===== config.mk =====
export PLATFORM = sky130hd
export DESIGN_NAME = tsp_front
export DESIGN_NICKNAME = d
export VERILOG_FILES = /design/src/rtl/typed_stack_pick_roll_macros.svh /design/src/rtl/tsp_pkg.sv /design/src/rtl/tsp_front.sv
export SDC_FILE = /design/constraint.sdc
export NUM_CORES = 1
export LEC_CHECK = 0
export BUFFER_PORTS_ARGS = -buffer_cell sky130_fd_sc_hd__buf_2
export CAP_MARGIN = 20
export CORE_UTILIZATION = 55
export DETAILED_ROUTE_END_ITERATION = 10
export GPL_ROUTABILITY_DRIVEN = 0
export GPL_TIMING_DRIVEN = 0
export PLACE_DENSITY = 0.83
export SLEW_MARGIN = 0
export SYNTH_ARGS = -nofsm -noshare
export SYNTH_HDL_FRONTEND = slang
export SYNTH_SLANG_ARGS = --single-unit
export TNS_END_PERCENT = 5

===== constraint.sdc =====
create_clock -name clock -period 6 [get_ports clock]
set_input_delay 0.9 -clock clock [delete_from_list [all_inputs] [get_ports clock]]
set_output_delay 0.9 -clock clock [all_outputs]
set_load 0.05 [all_outputs]

===== src/rtl/typed_stack_pick_roll_macros.svh =====
// Assertion macros for the typed stack block.
// Used by the top level only; expects signals named clock and reset in scope.
`ifndef TYPED_STACK_PICK_ROLL_MACROS_SVH
`define TYPED_STACK_PICK_ROLL_MACROS_SVH

// checked only outside reset
`define TSP_ASSERT(lbl, prop, msg) \
   lbl: assert property (@(posedge clock) disable iff (reset) prop) else $error(msg);

// checked at every edge, reset included
`define TSP_ASSERT_ALWAYS(lbl, prop, msg) \
   lbl: assert property (@(posedge clock) prop) else $error(msg);

`endif


===== src/rtl/tsp_pkg.sv =====
// Types and codes shared by the typed stack block.
// No dependencies; imported by every module of the block but tsp_ram.
package tsp_pkg;

   localparam int unsigned TAG_W     = 2;
   localparam int unsigned PAYLOAD_W = 64;
   localparam int unsigned ENTRY_W   = TAG_W + PAYLOAD_W;
   localparam int unsigned STATUS_W  = 3;
   localparam int unsigned FILL_W    = 9;
   localparam int unsigned CNT_MAX_W = 17;   // wide enough for the largest stack depth
   localparam int unsigned Q_LVL_W   = 2;    // command queue holds two entries

   localparam logic [1:0] ACT_PUSH = 2'd0;
   localparam logic [1:0] ACT_POP  = 2'd1;
   localparam logic [1:0] ACT_PICK = 2'd2;
   localparam logic [1:0] ACT_ROLL = 2'd3;

   localparam logic [TAG_W-1:0] TAG_INT = 2'd0;

   localparam logic [STATUS_W-1:0] ST_OK     = 3'd0;
   localparam logic [STATUS_W-1:0] ST_UNDER  = 3'd1;
   localparam logic [STATUS_W-1:0] ST_OVER   = 3'd2;
   localparam logic [STATUS_W-1:0] ST_NOTINT = 3'd3;
   localparam logic [STATUS_W-1:0] ST_RANGE  = 3'd4;

   typedef enum logic [1:0] {
      OP_PUSH,
      OP_POP,
      OP_PICK,
      OP_ROLL
   } op_type;

   typedef enum logic [2:0] {
      BK_IDLE,
      BK_POP,
      BK_IDX,
      BK_SRC,
      BK_SHIFT,
      BK_LAST
   } back_state_type;

   typedef struct packed {
      logic [1:0]           action;
      logic [TAG_W-1:0]     value_type;
      logic [PAYLOAD_W-1:0] value_payload;
   } req_type;

   typedef struct packed {
      logic [TAG_W-1:0]     out_type;
      logic [PAYLOAD_W-1:0] out_payload;
      logic [STATUS_W-1:0]  status;
      logic [FILL_W-1:0]    fill;
   } rsp_type;

   typedef struct packed {
      op_type             op;
      logic [ENTRY_W-1:0] entry;   // {tag, payload}, used by push only
   } cmd_type;

   typedef struct packed {
      logic                 busy;
      logic [CNT_MAX_W-1:0] count;
   } back_stat_type;

endpackage


===== src/rtl/tsp_front.sv =====
// Front end: accepts request transactions, decodes the action and queues commands.
// Depends on tsp_pkg.
module tsp_front
   import tsp_pkg::*;
(
   input  logic    clock,
   input  logic    reset,
   input  logic    req_valid,
   output logic    req_stall,
   input  req_type req,
   output logic    cmd_valid,
   output cmd_type cmd,
   input  logic    cmd_pop
);

   cmd_type            q_ff [2];
   logic               wr_ptr_ff, wr_ptr_in;
   logic               rd_ptr_ff, rd_ptr_in;
   logic [Q_LVL_W-1:0] level_ff, level_in;
   cmd_type            dec;
   logic               push_q, pop_q;

   always_comb begin
      unique case (req.action)
         ACT_PUSH: dec.op = OP_PUSH;
         ACT_POP:  dec.op = OP_POP;
         ACT_PICK: dec.op = OP_PICK;
         ACT_ROLL: dec.op = OP_ROLL;
         default:  dec.op = OP_PUSH;
      endcase
      dec.entry = {req.value_type, req.value_payload};
   end

   assign req_stall = (level_ff == Q_LVL_W'(2));
   assign push_q    = req_valid && !req_stall;
   assign pop_q     = cmd_pop && (level_ff != '0);
   assign cmd_valid = (level_ff != '0);
   assign cmd       = q_ff[rd_ptr_ff];

   always_comb begin
      wr_ptr_in = push_q ? ~wr_ptr_ff : wr_ptr_ff;
      rd_ptr_in = pop_q ? ~rd_ptr_ff : rd_ptr_ff;
      level_in  = level_ff + Q_LVL_W'(push_q) - Q_LVL_W'(pop_q);
   end

   always_ff @(posedge clock) begin
      if (reset) begin
         wr_ptr_ff <= 1'b0;
         rd_ptr_ff <= 1'b0;
         level_ff  <= '0;
      end else begin
         wr_ptr_ff <= wr_ptr_in;
         rd_ptr_ff <= rd_ptr_in;
         level_ff  <= level_in;
      end
   end

   always_ff @(posedge clock) begin
      if (push_q) begin
         q_ff[wr_ptr_ff] <= dec;
      end
   end

endmodule


==> run_results.csv <==
group,metric,value,unit
synth,yosysTopAreaCell,"edfxtp_1",
pwr,pwr-share-clk,28.7,%
global_routing,grt_overflow,0,
synth,ys_async_sr_fraction,0,%
clock_network,cts.reportedPaths.clkPinSlew,0.06,ns
place,detailed_place.area,6120,um2
route,drt_iter0_markers,90,
sta,max_freq,368,MHz
final_layout,multi_input_area,966,um2
synth,synth_cell_types,25,
route,via_count,2683,
sta,setup_viol,0,
synth,yosys_most_used_dff,"edfxtp_1",
synth,syn_area,5240,um2
final_layout,diodes,0,
clock_network,cts_root_buf,"clkbuf_8",
sta,min_period,2.72,ns
sta,skew,0.00664,ns
synth,synth_top_area_share,77.9,%
clock_network,cts_sinks,141,
clock_network,postCtsHoldBufs,0,
sta,slew_headroom,40.3,%
synth,synth_common_cells,"edfxtp_1, mux2_2, mux2_4",
sta,hold_viol,0,
synth,avgSynthCellArea,21.7,um2
setup_path,crit_type,"reg -> out",
final_layout,fin_nets,474,
final_layout,syn2layout_area_growth,28.2,%
floorplan,die_h,99.6,um
setup_path,cp-start-kind,"flip-flop",
setup_path,crit_arrival,1.82,ns
route,ant_nets,0,
sta,fin_setup_tns,0,ns
sta,worst_pin_slew,0.895,ns
clock_network,cts_tree,"yes",
floorplan,io_pins,142,
flow_run,maxCapViolCount,0,
sta,rsz0062_at_grt,"false",
setup_path,cp-end-kind,"output port",
final_layout,layout-drive-gt1-share,60.4,%
global_routing,antenna_found_initial,0,
place,dp.final_hpwl,5540,um
floorplan,row_count,35,
route,viasPerCell,4.96,
pwr,combPwrFrac,35.4,%
pwr,p_sw_share,36.1,%
global_routing,first_global_vias,2706,
clock_network,numCtsBuffers,17,
final_layout,final_cell_area,6720,um2
pwr,switchingPower,1.30,mW
clock_network,clock_path_buffers,2,
synth,syn-num-nets,315,
synth,synth.area.top_cells,"edfxtp_1, mux2_2, mux2_4",
setup_path,r2r_cells,4,
synth,synthMostInstantiatedCell,"edfxtp_1",
clock_network,cts_htree_levels,4,
floorplan,start_util,56.7,%
final_layout,register_area,4180,um2
pwr,p_seq_share,35.9,%
global_routing,grt_max_degree,69,
route,drt-wirelength-per-cell,16.0,um
floorplan,die_w,99.6,um
outcome,status,"completed",
clock_network,clkLatencyLatePin,0.50,ns
synth,syn_inst,241,
min_path,min_path_cells,2,
route,drc,0,
pwr,leakage,2.60,nW
global_routing,grt_pass1_wl,13000,um
synth,synth_edf_count,136,
floorplan,dieArea,9920,um2
sta,final.period_utilization,45.3,%
route,first_pass_iters,5,
place,numPortBuffers,139,
synth,ys_warn_count,0,
final_layout,fill_cells,596,
sta,drv_slew,0,
synth,yosysSeqAreaShare,79.8,%
setup_path,cp.required,5.10,ns
pwr,ir_worst_vdd,456,uV
pwr,power_density,537,nW/um2
route,drt-total-wl,8630,um
clock_network,post_cts_buffers,0,
setup_path,worstPathMaxFanout,10,
min_path,hold_path_class,"reg -> reg",
clock_network,cts_resized,0,
global_routing,grt_usage,18.2,%
synth,ys_seq_elements,141,
pwr,power.internal,2.31,mW
floorplan,coreArea,9240,um2
cells in the final DEF (no fill, tap or decap), types with 3 or more instances in the layout:
| master | synthesis | layout |
|---|---|---|
| buf_2 | 4 | 143 |
| bufinv_16 | 0 | 4 |
| clkbuf_1 | 2 | 4 |
| clkbuf_16 | 0 | 16 |
| clkinv_2 | 0 | 3 |
| dfxtp_1 | 5 | 5 |
| edfxtp_1 | 136 | 136 |
| mux2_2 | 48 | 48 |
| mux2_4 | 20 | 20 |
| nor2_1 | 3 | 3 |
final cells by class:
class                      instances  share of cell area (%)
inverter                           4                   0.261
timing repair buffer             140                    10.7
buffer                            10                    1.19
multi-input combinational         86                    14.4
clock buffer                      19                    6.28
clock inverter                    12                    2.55
tap                              129                    2.40
sequential                       141                    62.3
cells by family (layout without fill, tap and decap cells):
kind of cell | count (synthesis) | after routing | share of synthesized area, %
DFF | 141 | 141 | 79.8
muxes | 68 | 68 | 16.0
buffers and inverters | 14 | 185 | 1.81
and+or+nand+nor | 11 | 11 | 1.15
AOI/OAI and AO/OA | 3 | 3 | 0.334
adders and majority gates | 2 | 2 | 0.477
xor gates and xnor gates | 2 | 2 | 0.334
state kept, by name, summed over array words and instances (netlist names), named ones only:
| signal | flops |
|---|---|
| rd_ptr_ff | 1 |
| level_ff | 2 |
| q_ff | 136 |
| wr_ptr_ff | 1 |
layer usage:
layer  part of all wire, %  routed length (um)  vias to the layer above  track usage (%)
li1                      -                   -                     1262                -
met1                    40                3480                     1312             20.4
met2                    52                4520                      100             31.6
met3                   6.3                 543                        9             5.97
met4                   1.0                  87                        0             8.14
met5                     0                   0                        -                0
final timing paths:
| path | to | startpoint | slack, ns |
|---|---|---|---|
| max | cmd[37] | flip-flop | 3.28 |
| min | wr_ptr_ff | wr_ptr_ff | 0.52 |
| max reg2reg | q_ff[0][38] | level_ff[0] | 3.96 |
| min reg2reg | wr_ptr_ff | wr_ptr_ff | 0.52 |
critical path, stage by stage (launching register included):
cell and delay (ns):
dfxtp_1 0.32, buf_6 0.11, buf_2 0.29, mux2_2 0.39, buf_2 0.21
power by group through the flow:
stage / clock network (mW) / logic, mW / registers [mW]
2_1_floorplan: 0 / 1.04 / 1.31
3_3_place_gp: 0 / 1.27 / 1.32
3_5_place_dp: 0 / 1.29 / 1.32
4_1_cts: 1.05 / 1.29 / 1.30
5_1_grt: 1.09 / 1.34 / 1.31
6_report: 1.03 / 1.28 / 1.30
through the flow:
step	hold slack, ns	total power [mW]	utilization [%]	instances	setup WS (ns)
6_report	0.521	3.61	72.7	541	3.28
3_5_place_dp	0.500	2.60	66.3	510	3.45
2_1_floorplan	0.452	2.35	-	241	2.96
4_1_cts	0.524	3.64	72.7	541	3.25
5_1_grt	0.536	3.74	72.7	541	3.20
3_3_place_gp	0.470	2.59	66.0	509	2.12
Power figures use the tool's default switching activity.
